==> config.mk <==
export PLATFORM = sky130hd
export DESIGN_NAME = stereo_mixer_with_dc_blocker_flat
export DESIGN_NICKNAME = d
export VERILOG_FILES = /design/src/rtl/smdc_pkg.sv /design/src/rtl/smdc_if.sv /design/src/rtl/stereo_mixer_with_dc_blocker.sv /design/src/flat_wrapper.sv
export SDC_FILE = /design/constraint.sdc
export NUM_CORES = 2
export LEC_CHECK = 0
export ABC_CLOCK_PERIOD_IN_PS = 15400
export BUFFER_PORTS_ARGS = -buffer_cell sky130_fd_sc_hd__buf_2
export CAP_MARGIN = 20
export CELL_PAD_IN_SITES_DETAIL_PLACEMENT = 2
export CELL_PAD_IN_SITES_GLOBAL_PLACEMENT = 2
export CORE_MARGIN = 2
export CORE_UTILIZATION = 30
export CTS_CLUSTER_SIZE = 20
export DETAILED_ROUTE_END_ITERATION = 7
export GPL_TIMING_DRIVEN = 0
export PLACE_DENSITY = 0.73
export SKIP_CTS_REPAIR_TIMING = 1
export SYNTH_ARGS = -nofsm -noshare
export SYNTH_HDL_FRONTEND = slang
export SYNTH_SLANG_ARGS = --single-unit
==> constraint.sdc <==
create_clock -name clock -period 15.4 [get_ports clock]
set_clock_uncertainty 0.05 [all_clocks]
set_input_delay 3.85 -clock clock [delete_from_list [all_inputs] [get_ports clock]]
set_output_delay 3.85 -clock clock [all_outputs]
set_load 0.03 [all_outputs]
==> src/rtl/smdc_pkg.sv <==
// Shared constants and types for the stereo mixer with DC blocker.
// No dependencies; compile first.
package smdc_pkg;

   // default parameter values
   localparam int DEF_COUNT_WIDTH      = 10;
   localparam int DEF_FILTER_FRAC_BITS = 16;

   // channel and field widths
   localparam int NUM_CH     = 4;
   localparam int CH_IDX_W   = $clog2(NUM_CH);
   localparam int LEVEL_W    = 4;
   localparam int PAN_W      = 4;
   localparam int VOL_W      = 3;
   localparam int TPS_W      = 10;
   localparam int OUT_W      = 16;
   localparam int LEVEL_BIAS = 7;
   localparam int OUT_GAIN   = 50;

   // datapath widths (Q8 audio)
   localparam int AUDIO_FRAC = 8;
   localparam int SUM_W      = 16;
   localparam int DVD_W      = SUM_W + AUDIO_FRAC;
   localparam int ITER_W     = $clog2(DVD_W);
   localparam int AVG_W      = DVD_W + 1;
   localparam int MIX_W      = AVG_W + 2;
   localparam int MIXV_W     = MIX_W + VOL_W + 1;
   localparam int STATE_W    = 32;
   localparam int FSUM_W     = STATE_W + 2;
   localparam int GAIN_W     = STATE_W + 7;

   // register reset values
   localparam logic [PAN_W-1:0] PAN_RESET = 4'hF;
   localparam logic [VOL_W-1:0] VOL_RESET = 3'd7;
   localparam logic [TPS_W-1:0] TPS_RESET = 10'd95;

   // configuration port
   localparam int CSR_IDX_W  = 3;
   localparam int CSR_DATA_W = TPS_W;

   typedef enum logic [CSR_IDX_W-1:0] {
      CSR_PAN_LEFT     = 3'd0,
      CSR_PAN_RIGHT    = 3'd1,
      CSR_LEFT_VOLUME  = 3'd2,
      CSR_RIGHT_VOLUME = 3'd3,
      CSR_TICKS        = 3'd4
   } csr_index_type;

endpackage

==> src/rtl/smdc_if.sv <==
// Valid/ready channel interfaces for the stereo mixer: tick input and sample output.
// Depends on smdc_pkg.
interface smdc_req_if import smdc_pkg::*; ();
   logic               valid;
   logic               ready;
   logic [LEVEL_W-1:0] ch1_level;
   logic [LEVEL_W-1:0] ch2_level;
   logic [LEVEL_W-1:0] ch3_level;
   logic [LEVEL_W-1:0] ch4_level;
   logic [NUM_CH-1:0]  dac_mask;

   modport source (output valid, ch1_level, ch2_level, ch3_level, ch4_level, dac_mask,
                   input ready);
   modport sink   (input valid, ch1_level, ch2_level, ch3_level, ch4_level, dac_mask,
                   output ready);
endinterface

interface smdc_rsp_if import smdc_pkg::*; ();
   logic                    valid;
   logic                    ready;
   logic signed [OUT_W-1:0] left_sample;
   logic signed [OUT_W-1:0] right_sample;

   modport source (output valid, left_sample, right_sample, input ready);
   modport sink   (input valid, left_sample, right_sample, output ready);
endinterface

==> src/rtl/stereo_mixer_with_dc_blocker.sv <==
// Stereo mixer with per-side DC-blocking high-pass and output scaling.
// Depends on smdc_pkg and smdc_if (smdc_req_if, smdc_rsp_if).
//
// Usage:
//  - req_if carries one tick per transaction: four 4-bit channel levels and
//    the DAC enable mask. rsp_if carries one stereo sample (int16 L/R).
//  - csr_we/csr_index/csr_wdata write pan, volume and ticks_per_sample;
//    write only while no sample is in flight.
//  - A tick that does not close a sample period is only accumulated;
//    req_if.ready stays high, so such ticks stream at one per cycle.
//  - The tick that closes a period starts the mix sequencer and drops ready.
//    One shared restoring divider averages the four channel sums, one quotient
//    bit per cycle; then the filter and x50 scaling run per side through
//    S_FMUL, S_FSUM, S_GAIN and S_CLIP. The sample is put on rsp_if from
//    S_OUT (reached straight from S_VOL with all DACs off), and ready returns
//    in that same cycle.
//  - The result sits in an output register; ticks are taken while it waits.
//    If the next sample finishes before the receiver takes the previous one,
//    the sequencer holds in its last step with ready low.
//  - Reset (synchronous, active high) restores register defaults and clears
//    the accumulators, tick count, filter state and the output valid.
module stereo_mixer_with_dc_blocker import smdc_pkg::*; #(
   parameter int COUNT_WIDTH      = DEF_COUNT_WIDTH,
   parameter int FILTER_FRAC_BITS = DEF_FILTER_FRAC_BITS
) (
   input  logic                  clock,
   input  logic                  reset,
   smdc_req_if.sink              req_if,
   smdc_rsp_if.source            rsp_if,
   input  logic                  csr_we,
   input  logic [CSR_IDX_W-1:0]  csr_index,
   input  logic [CSR_DATA_W-1:0] csr_wdata
);

   // tick count plus one needs one extra bit to reach 2^COUNT_WIDTH
   localparam int N_W     = COUNT_WIDTH + 1;
   localparam int CMP_W   = (N_W > TPS_W) ? N_W : TPS_W;
   localparam int COEF_W  = FILTER_FRAC_BITS + 1;
   localparam int PROD_W  = STATE_W + COEF_W;
   localparam longint COEF_VAL =
      (996 * (longint'(1) << FILTER_FRAC_BITS) + 500) / 1000;

   typedef enum logic [3:0] {
      S_IDLE, S_LOAD, S_DIV, S_ACC, S_VOL, S_FMUL, S_FSUM, S_GAIN, S_CLIP, S_OUT
   } state_type;

   // saturate the filter sum to the 32-bit state range
   function automatic logic signed [STATE_W-1:0] sat_state(
      input logic signed [FSUM_W-1:0] v);
      logic signed [STATE_W-1:0] r;
      if (!v[FSUM_W-1] && (|v[FSUM_W-2:STATE_W-1]))
         r = {1'b0, {(STATE_W-1){1'b1}}};
      else if (v[FSUM_W-1] && !(&v[FSUM_W-2:STATE_W-1]))
         r = {1'b1, {(STATE_W-1){1'b0}}};
      else
         r = v[STATE_W-1:0];
      return r;
   endfunction

   // saturate the scaled value to int16
   function automatic logic signed [OUT_W-1:0] sat_out(
      input logic signed [GAIN_W-AUDIO_FRAC-1:0] v);
      logic signed [OUT_W-1:0] r;
      if (!v[GAIN_W-AUDIO_FRAC-1] && (|v[GAIN_W-AUDIO_FRAC-2:OUT_W-1]))
         r = {1'b0, {(OUT_W-1){1'b1}}};
      else if (v[GAIN_W-AUDIO_FRAC-1] && !(&v[GAIN_W-AUDIO_FRAC-2:OUT_W-1]))
         r = {1'b1, {(OUT_W-1){1'b0}}};
      else
         r = v[OUT_W-1:0];
      return r;
   endfunction

   // configuration registers
   logic [PAN_W-1:0] pan_left_ff, pan_right_ff;
   logic [VOL_W-1:0] left_volume_ff, right_volume_ff;
   logic [TPS_W-1:0] tps_ff;

   // sequencer and datapath registers
   state_type                  state_ff;
   logic [COUNT_WIDTH-1:0]     count_ff;
   logic signed [SUM_W-1:0]    sums_ff [NUM_CH];
   logic [N_W-1:0]             n_ff;
   logic [NUM_CH-1:0]          mask_ff;
   logic [CH_IDX_W-1:0]        ch_ff;
   logic [ITER_W-1:0]          iter_ff;
   logic [DVD_W-1:0]           dvd_ff;
   logic [N_W-1:0]             rem_ff;
   logic                       neg_ff;
   logic signed [MIX_W-1:0]    mix_l_ff, mix_r_ff;
   logic signed [STATE_W-1:0]  mixv_ff [2];
   logic signed [STATE_W-1:0]  prev_in_ff [2];
   logic signed [STATE_W-1:0]  prev_out_ff [2];
   logic                       side_ff;
   logic signed [PROD_W-1:0]   fprod_ff;
   logic signed [STATE_W-1:0]  fout_ff;
   logic signed [GAIN_W-1:0]   gain_ff;
   logic signed [OUT_W-1:0]    res_ff [2];
   logic                       rsp_valid_ff;
   logic signed [OUT_W-1:0]    rsp_left_ff, rsp_right_ff;

   // combinational next values
   logic [LEVEL_W-1:0]         levels [NUM_CH];
   logic signed [SUM_W-1:0]    sum_in [NUM_CH];
   logic [N_W-1:0]             n_in;
   logic                       fire;
   logic                       accept;
   logic signed [SUM_W-1:0]    cur_sum;
   logic [SUM_W-1:0]           abs_in;
   logic [N_W:0]               rshift;
   logic [N_W:0]               rdiff;
   logic                       qbit_in;
   logic [N_W-1:0]             rem_in;
   logic signed [AVG_W-1:0]    quot_s;
   logic signed [AVG_W-1:0]    avg_in;
   logic [VOL_W:0]             gain_l, gain_r;
   logic signed [MIXV_W-1:0]   mixv_l_in, mixv_r_in;
   logic signed [PROD_W-1:0]   coef_ext;
   logic signed [PROD_W-1:0]   fprod_in;
   logic signed [STATE_W:0]    fb;
   logic signed [FSUM_W-1:0]   fsum;
   logic signed [STATE_W-1:0]  fout_in;
   logic signed [GAIN_W-1:0]   gain_in;
   logic signed [GAIN_W-1:0]   gain_rnd;
   logic signed [GAIN_W-AUDIO_FRAC-1:0] scaled;

   assign levels[0] = req_if.ch1_level;
   assign levels[1] = req_if.ch2_level;
   assign levels[2] = req_if.ch3_level;
   assign levels[3] = req_if.ch4_level;

   assign req_if.ready        = (state_ff == S_IDLE);
   assign accept              = req_if.valid && req_if.ready;
   assign rsp_if.valid        = rsp_valid_ff;
   assign rsp_if.left_sample  = rsp_left_ff;
   assign rsp_if.right_sample = rsp_right_ff;

   // per-tick accumulate: level minus bias for each enabled DAC, 16-bit wrap
   always_comb begin
      for (int i = 0; i < NUM_CH; i++) begin
         logic signed [LEVEL_W:0] lvl;
         lvl = $signed({1'b0, levels[i]}) - $signed((LEVEL_W+1)'(LEVEL_BIAS));
         sum_in[i] = req_if.dac_mask[i] ? sums_ff[i] + SUM_W'(lvl) : sums_ff[i];
      end
   end

   // period check: zero period acts as one, counter limit closes the period
   assign n_in = N_W'(count_ff) + N_W'(1);
   assign fire = (CMP_W'(n_in) >= CMP_W'(tps_ff)) ||
                 (n_in == {1'b1, {COUNT_WIDTH{1'b0}}});

   // divider operand load: magnitude of sum * 256
   assign cur_sum = sums_ff[ch_ff];
   assign abs_in  = cur_sum[SUM_W-1] ? SUM_W'(-cur_sum) : cur_sum;

   // restoring divider step, one quotient bit per cycle
   assign rshift  = {rem_ff, dvd_ff[DVD_W-1]};
   assign rdiff   = rshift - {1'b0, n_ff};
   assign qbit_in = (rshift >= {1'b0, n_ff});
   assign rem_in  = qbit_in ? rdiff[N_W-1:0] : rshift[N_W-1:0];

   // signed average (truncated toward zero)
   assign quot_s = $signed({1'b0, dvd_ff});
   assign avg_in = neg_ff ? -quot_s : quot_s;

   // master volume, gain is value plus one
   assign gain_l    = {1'b0, left_volume_ff} + (VOL_W+1)'(1);
   assign gain_r    = {1'b0, right_volume_ff} + (VOL_W+1)'(1);
   assign mixv_l_in = MIXV_W'(mix_l_ff) * $signed(MIXV_W'(gain_l));
   assign mixv_r_in = MIXV_W'(mix_r_ff) * $signed(MIXV_W'(gain_r));

   // high-pass: out = in - prev_in + floor(coef * prev_out >> frac)
   assign coef_ext = PROD_W'(COEF_VAL);
   assign fprod_in = PROD_W'(prev_out_ff[side_ff]) * coef_ext;
   assign fb       = fprod_ff[FILTER_FRAC_BITS +: STATE_W+1];
   assign fsum     = FSUM_W'(mixv_ff[side_ff]) - FSUM_W'(prev_in_ff[side_ff]) + FSUM_W'(fb);
   assign fout_in  = sat_state(fsum);

   // output scaling: x50, divide by 256 toward zero, clip to int16
   assign gain_in  = GAIN_W'(fout_ff) * $signed(GAIN_W'(OUT_GAIN));
   assign gain_rnd = gain_ff + (gain_ff[GAIN_W-1] ?
                     GAIN_W'((1 << AUDIO_FRAC) - 1) : GAIN_W'(0));
   assign scaled   = (GAIN_W-AUDIO_FRAC)'(gain_rnd >>> AUDIO_FRAC);

   // configuration writes; unknown indexes are dropped
   always_ff @(posedge clock) begin
      if (reset) begin
         pan_left_ff     <= PAN_RESET;
         pan_right_ff    <= PAN_RESET;
         left_volume_ff  <= VOL_RESET;
         right_volume_ff <= VOL_RESET;
         tps_ff          <= TPS_RESET;
      end else if (csr_we) begin
         unique case (csr_index)
            CSR_PAN_LEFT:     pan_left_ff     <= csr_wdata[PAN_W-1:0];
            CSR_PAN_RIGHT:    pan_right_ff    <= csr_wdata[PAN_W-1:0];
            CSR_LEFT_VOLUME:  left_volume_ff  <= csr_wdata[VOL_W-1:0];
            CSR_RIGHT_VOLUME: right_volume_ff <= csr_wdata[VOL_W-1:0];
            CSR_TICKS:        tps_ff          <= csr_wdata[TPS_W-1:0];
            default: ;
         endcase
      end
   end

   // tick accumulation and mix sequencer
   always_ff @(posedge clock) begin
      if (reset) begin
         state_ff     <= S_IDLE;
         count_ff     <= '0;
         rsp_valid_ff <= 1'b0;
         for (int i = 0; i < NUM_CH; i++) sums_ff[i] <= '0;
         for (int s = 0; s < 2; s++) begin
            prev_in_ff[s]  <= '0;
            prev_out_ff[s] <= '0;
         end
      end else begin
         // S_OUT runs the output handshake itself
         if (rsp_valid_ff && rsp_if.ready && state_ff != S_OUT) rsp_valid_ff <= 1'b0;

         unique case (state_ff)
            S_IDLE: begin
               if (accept) begin
                  for (int i = 0; i < NUM_CH; i++) sums_ff[i] <= sum_in[i];
                  if (fire) begin
                     // sums hold steady while busy; each is cleared as it is read
                     count_ff <= '0;
                     n_ff     <= n_in;
                     mask_ff  <= req_if.dac_mask;
                     ch_ff    <= '0;
                     mix_l_ff <= '0;
                     mix_r_ff <= '0;
                     state_ff <= S_LOAD;
                  end else begin
                     count_ff <= n_in[COUNT_WIDTH-1:0];
                  end
               end
            end
            S_LOAD: begin
               neg_ff         <= cur_sum[SUM_W-1];
               dvd_ff         <= {abs_in, {AUDIO_FRAC{1'b0}}};
               rem_ff         <= '0;
               iter_ff        <= '0;
               sums_ff[ch_ff] <= '0;
               state_ff       <= S_DIV;
            end
            S_DIV: begin
               dvd_ff  <= {dvd_ff[DVD_W-2:0], qbit_in};
               rem_ff  <= rem_in;
               iter_ff <= iter_ff + ITER_W'(1);
               if (iter_ff == ITER_W'(DVD_W-1)) state_ff <= S_ACC;
            end
            S_ACC: begin
               if (pan_left_ff[ch_ff])  mix_l_ff <= mix_l_ff + MIX_W'(avg_in);
               if (pan_right_ff[ch_ff]) mix_r_ff <= mix_r_ff + MIX_W'(avg_in);
               ch_ff <= ch_ff + CH_IDX_W'(1);
               if (ch_ff == CH_IDX_W'(NUM_CH-1)) state_ff <= S_VOL;
               else                               state_ff <= S_LOAD;
            end
            S_VOL: begin
               mixv_ff[0] <= STATE_W'(mixv_l_in);
               mixv_ff[1] <= STATE_W'(mixv_r_in);
               side_ff    <= 1'b0;
               if (mask_ff == '0) begin
                  // all DACs off: silence and flush the filter
                  for (int s = 0; s < 2; s++) begin
                     prev_in_ff[s]  <= '0;
                     prev_out_ff[s] <= '0;
                     res_ff[s]      <= '0;
                  end
                  state_ff <= S_OUT;
               end else begin
                  state_ff <= S_FMUL;
               end
            end
            S_FMUL: begin
               fprod_ff <= fprod_in;
               state_ff <= S_FSUM;
            end
            S_FSUM: begin
               prev_in_ff[side_ff]  <= mixv_ff[side_ff];
               prev_out_ff[side_ff] <= fout_in;
               fout_ff              <= fout_in;
               state_ff             <= S_GAIN;
            end
            S_GAIN: begin
               gain_ff  <= gain_in;
               state_ff <= S_CLIP;
            end
            S_CLIP: begin
               res_ff[side_ff] <= sat_out(scaled);
               if (side_ff) begin
                  state_ff <= S_OUT;
               end else begin
                  side_ff  <= 1'b1;
                  state_ff <= S_FMUL;
               end
            end
            S_OUT: begin
               // wait for the output register to free up
               if (!rsp_valid_ff || rsp_if.ready) begin
                  rsp_valid_ff <= 1'b1;
                  rsp_left_ff  <= res_ff[0];
                  rsp_right_ff <= res_ff[1];
                  state_ff     <= S_IDLE;
               end
            end
            default: state_ff <= S_IDLE;
         endcase
      end
   end

endmodule

==> src/flat_wrapper.sv <==
// flat-port wrapper written by rule: the top's interface ports become plain ports
module stereo_mixer_with_dc_blocker_flat import smdc_pkg::*;
#(
   parameter int COUNT_WIDTH      = DEF_COUNT_WIDTH,
   parameter int FILTER_FRAC_BITS = DEF_FILTER_FRAC_BITS
)
  (clock, reset, csr_we, csr_index, csr_wdata, req_if_valid, req_if_ch1_level, req_if_ch2_level, req_if_ch3_level, req_if_ch4_level, req_if_dac_mask, req_if_ready, rsp_if_valid, rsp_if_left_sample, rsp_if_right_sample, rsp_if_ready);
  smdc_req_if req_if_i ();
  smdc_rsp_if rsp_if_i ();
  input  logic clock;
  input  logic reset;
  input  logic csr_we;
  input  logic [CSR_IDX_W-1:0] csr_index;
  input  logic [CSR_DATA_W-1:0] csr_wdata;
  input wire logic [$bits(req_if_i.valid)-1:0] req_if_valid;
  input wire logic [$bits(req_if_i.ch1_level)-1:0] req_if_ch1_level;
  input wire logic [$bits(req_if_i.ch2_level)-1:0] req_if_ch2_level;
  input wire logic [$bits(req_if_i.ch3_level)-1:0] req_if_ch3_level;
  input wire logic [$bits(req_if_i.ch4_level)-1:0] req_if_ch4_level;
  input wire logic [$bits(req_if_i.dac_mask)-1:0] req_if_dac_mask;
  output wire logic [$bits(req_if_i.ready)-1:0] req_if_ready;
  output wire logic [$bits(rsp_if_i.valid)-1:0] rsp_if_valid;
  output wire logic [$bits(rsp_if_i.left_sample)-1:0] rsp_if_left_sample;
  output wire logic [$bits(rsp_if_i.right_sample)-1:0] rsp_if_right_sample;
  input wire logic [$bits(rsp_if_i.ready)-1:0] rsp_if_ready;
  assign req_if_i.valid = req_if_valid;
  assign req_if_i.ch1_level = req_if_ch1_level;
  assign req_if_i.ch2_level = req_if_ch2_level;
  assign req_if_i.ch3_level = req_if_ch3_level;
  assign req_if_i.ch4_level = req_if_ch4_level;
  assign req_if_i.dac_mask = req_if_dac_mask;
  assign req_if_ready = req_if_i.ready;
  assign rsp_if_valid = rsp_if_i.valid;
  assign rsp_if_left_sample = rsp_if_i.left_sample;
  assign rsp_if_right_sample = rsp_if_i.right_sample;
  assign rsp_if_i.ready = rsp_if_ready;
  stereo_mixer_with_dc_blocker #(.COUNT_WIDTH(COUNT_WIDTH), .FILTER_FRAC_BITS(FILTER_FRAC_BITS)) u_core (.clock(clock), .reset(reset), .req_if(req_if_i), .rsp_if(rsp_if_i), .csr_we(csr_we), .csr_index(csr_index), .csr_wdata(csr_wdata));
endmodule
==> impl_metrics.json <==
{
  "outcome": "complete, no violations",
  "min_from": "u_core.res_ff[1][2]",
  "drc_errors": 0,
  "netlist_instances": 5503,
  "synth.most_common_cell": "inv_1",
  "synth_top_area_share": 0.2608,
  "area_growth_pct": 11.29,
  "whs_ps": 372.9,
  "worstMarginPinSlew_ps": 1044,
  "hold_path.class": "register to register",
  "syn_nets": 6546,
  "ys_async_sr_fraction": 0,
  "end_kind": "register",
  "globalRouteTotalUtil": 0.1880,
  "tritoncts": "done",
  "vias": 40490,
  "rows": 155,
  "hold-path-endpoint": "rsp_if_right_sample[2]",
  "worstReg2RegEnd": "u_core.fprod_ff[42]",
  "cp_num_buf_inv": 10,
  "core_sq_um": 178400,
  "final_max_slew_viol_count": 0,
  "cp_slowest_cell": "mux2i_1",
  "ys_ff_latch": 574,
  "p_leak_nw": 26.99,
  "nNetsFinal": 6727,
  "maxCapViolations": 0,
  "seq_area_frac_synth": 0.3001,
  "final_antenna_net_count": 0,
  "io_pins": 72,
  "dr.pass1.iters": 5,
  "grt_max_degree": 50,
  "period_needed_ps": 12000,
  "synth_top_cell_by_area": "edfxtp_1",
  "layout-drive-gt1-share": 0.05647,
  "slowest_delay_ps": 910,
  "worstPathMaxFanout": 10,
  "syn_avg_cell_area_sq_um": 9.794,
  "placedCellCount": 7961,
  "yosys-top-cells-count": "957 x inv_1, 570 x ha_1, 468 x edfxtp_1",
  "reg2reg_slack_ps": 3400,
  "clk_pin_slew_ps": 70,
  "hold_violations": 0,
  "final.setup.tns_ps": 0,
  "finalCritPeriodShare": 0.7790,
  "hpwl_um": 143100,
  "cts_buffer_depth": 3,
  "port_buffers": 71,
  "place_ws_ps": 3243,
  "clock_latency_ps": 690,
  "finalNonFillerCells": 8093,
  "num_antenna_cells": 0,
  "ff2ff_path_depth": 28,
  "htreeDepth": 3,
  "slew_headroom": 0.2838,
  "routedWlPerCell_um": 21.30,
  "grt_pass1_vias": 46220,
  "crit_required_ps": 15780,
  "crit_arrival_ps": 12370,
  "die_w_um": 427.9,
  "overflow": 0,
  "grt_pass1_wl_um": 271100,
  "antenna_found_initial": 5,
  "wirelength_um": 172400,
  "setup_viol": 0,
  "viasPerCell": 5.003,
  "synth_area_leaders": "edfxtp_1 26%, fa_1 16%, ha_1 13%",
  "cts_root_buffer": "clkbuf_16",
  "clkSinkCount": 574,
  "startpoint_type": "register",
  "die_h_um": 427.9,
  "ys.warnings.count": 0,
  "drt_iter0_markers": 1920,
  "power_density_nw_per_um2": 137.5,
  "start_util": 0.3021,
  "layout_setup_ws_ps": 3404,
  "min_delay_path_depth": 0,
  "ir_worst_vdd_mv": 0.1665,
  "synth_edf_count": 468,
  "synthFlopType": "edfxtp_1",
  "syn-cell-area_sq_um": 53900,
  "rsz0062_at_grt": "false",
  "gp_congestion": 0.9090,
  "cts_made_buffers": 71,
  "fmax_mhz": 83.36,
  "cp_top_family": "buffers and inverters",
  "path_class": "register to register",
  "dieArea_sq_um": 183100,
  "synth.distinct_cells": 79
}
## cells in the final DEF (no fill, tap or decap), drive strengths merged, types with 42 or more instances in the layout
cell      n
a211oi   42
a21o    117
a21oi   292
and2    126
and3     51
buf     141
clkbuf  208
dfxtp   106
edfxtp  468
fa      435
ha      570
inv     958
mux2i    83
nand2   321
nand2b   45
nand3   145
nor2    319
nor2b    93
nor3     85
o21ai   210
o31ai    85
xnor2   263
xor2    133
## per-stage QoR
stage                     total power, mW  area (sq um)    util
final                               8.250         59980  0.3362
after global routing                8.897         59980  0.3362
after CTS                           8.319         59950  0.3360
after detailed placement            6.519         57670  0.3232
after global placement              6.324         57200  0.3206
after floorplan                     5.032         53900       -
## layer usage
layer / GRT usage / vias to the layer above / wire length [um]
met3: 0.01786 / 219 / 3746
met5: 0 / - / 34
met1: 0.2316 / 20920 / 74900
li1: - / 18900 / -
met4: 0.05476 / 6 / 5143
met2: 0.3458 / 439 / 88560
## cell families (layout without fill, tap and decap cells)
logic type | after synthesis | in the layout | synth area share
xor gates and xnor gates | 396 | 396 | 0.06449
buffers and inverters | 1102 | 1337 | 0.07707
adders and majority gates | 1005 | 1005 | 0.2939
muxes | 140 | 140 | 0.03088
AOI/OAI and AO/OA | 985 | 985 | 0.1158
DFF | 574 | 574 | 0.3001
and+or+nand+nor | 1301 | 1301 | 0.1178
## layout make-up
class	instances	area, sq um
inverters	958	3596
flip-flops and latches	574	16180
repair buffers	108	793.3
plain buffers	144	559.3
clock buffers	97	1988
well taps	2355	2947
clock inverters	30	286.5
multi-input cells	3827	33640
fillers	19530	118400
## where the power goes
| group | switching, mW | internal, mW | total, mW |
|---|---|---|---|
| Combinational | 2.88 | 1.71 | 4.60 |
| Sequential | 0.0533 | 1.92 | 1.97 |
| Clock | 0.724 | 0.959 | 1.68 |
| Total | 3.66 | 4.59 | 8.25 |
## state kept, by name (all words and copies together) (netlist names), 10 cells and up, named ones only
signal               count
u_core.mixv_ff          62
u_core.gain_ff          38
rsp_if_left_sample      16
u_core.prev_out_ff      64
u_core.prev_in_ff       62
u_core.res_ff           32
u_core.tps_ff           10
u_core.fout_ff          32
u_core.rem_ff           11
u_core.dvd_ff           24
u_core.n_ff             11
u_core.mix_r_ff         27
u_core.fprod_ff         33
u_core.count_ff         10
u_core.mix_l_ff         27
rsp_if_right_sample     16
u_core.sums_ff          64
## worst max-delay path by stage
stage	slack, ps	startpoint	depth (start not counted)	endpoint
after floorplan	6690	reset	3	u_core.dvd_ff[0]
after global placement	3380	register	28	u_core.fprod_ff[48]
after detailed placement	3240	register	26	u_core.fprod_ff[45]
after CTS	3210	register	28	u_core.fprod_ff[45]
after global routing	2920	register	28	u_core.fprod_ff[45]
final	3400	register	28	u_core.fprod_ff[42]
(Power assumes the default switching activity.)
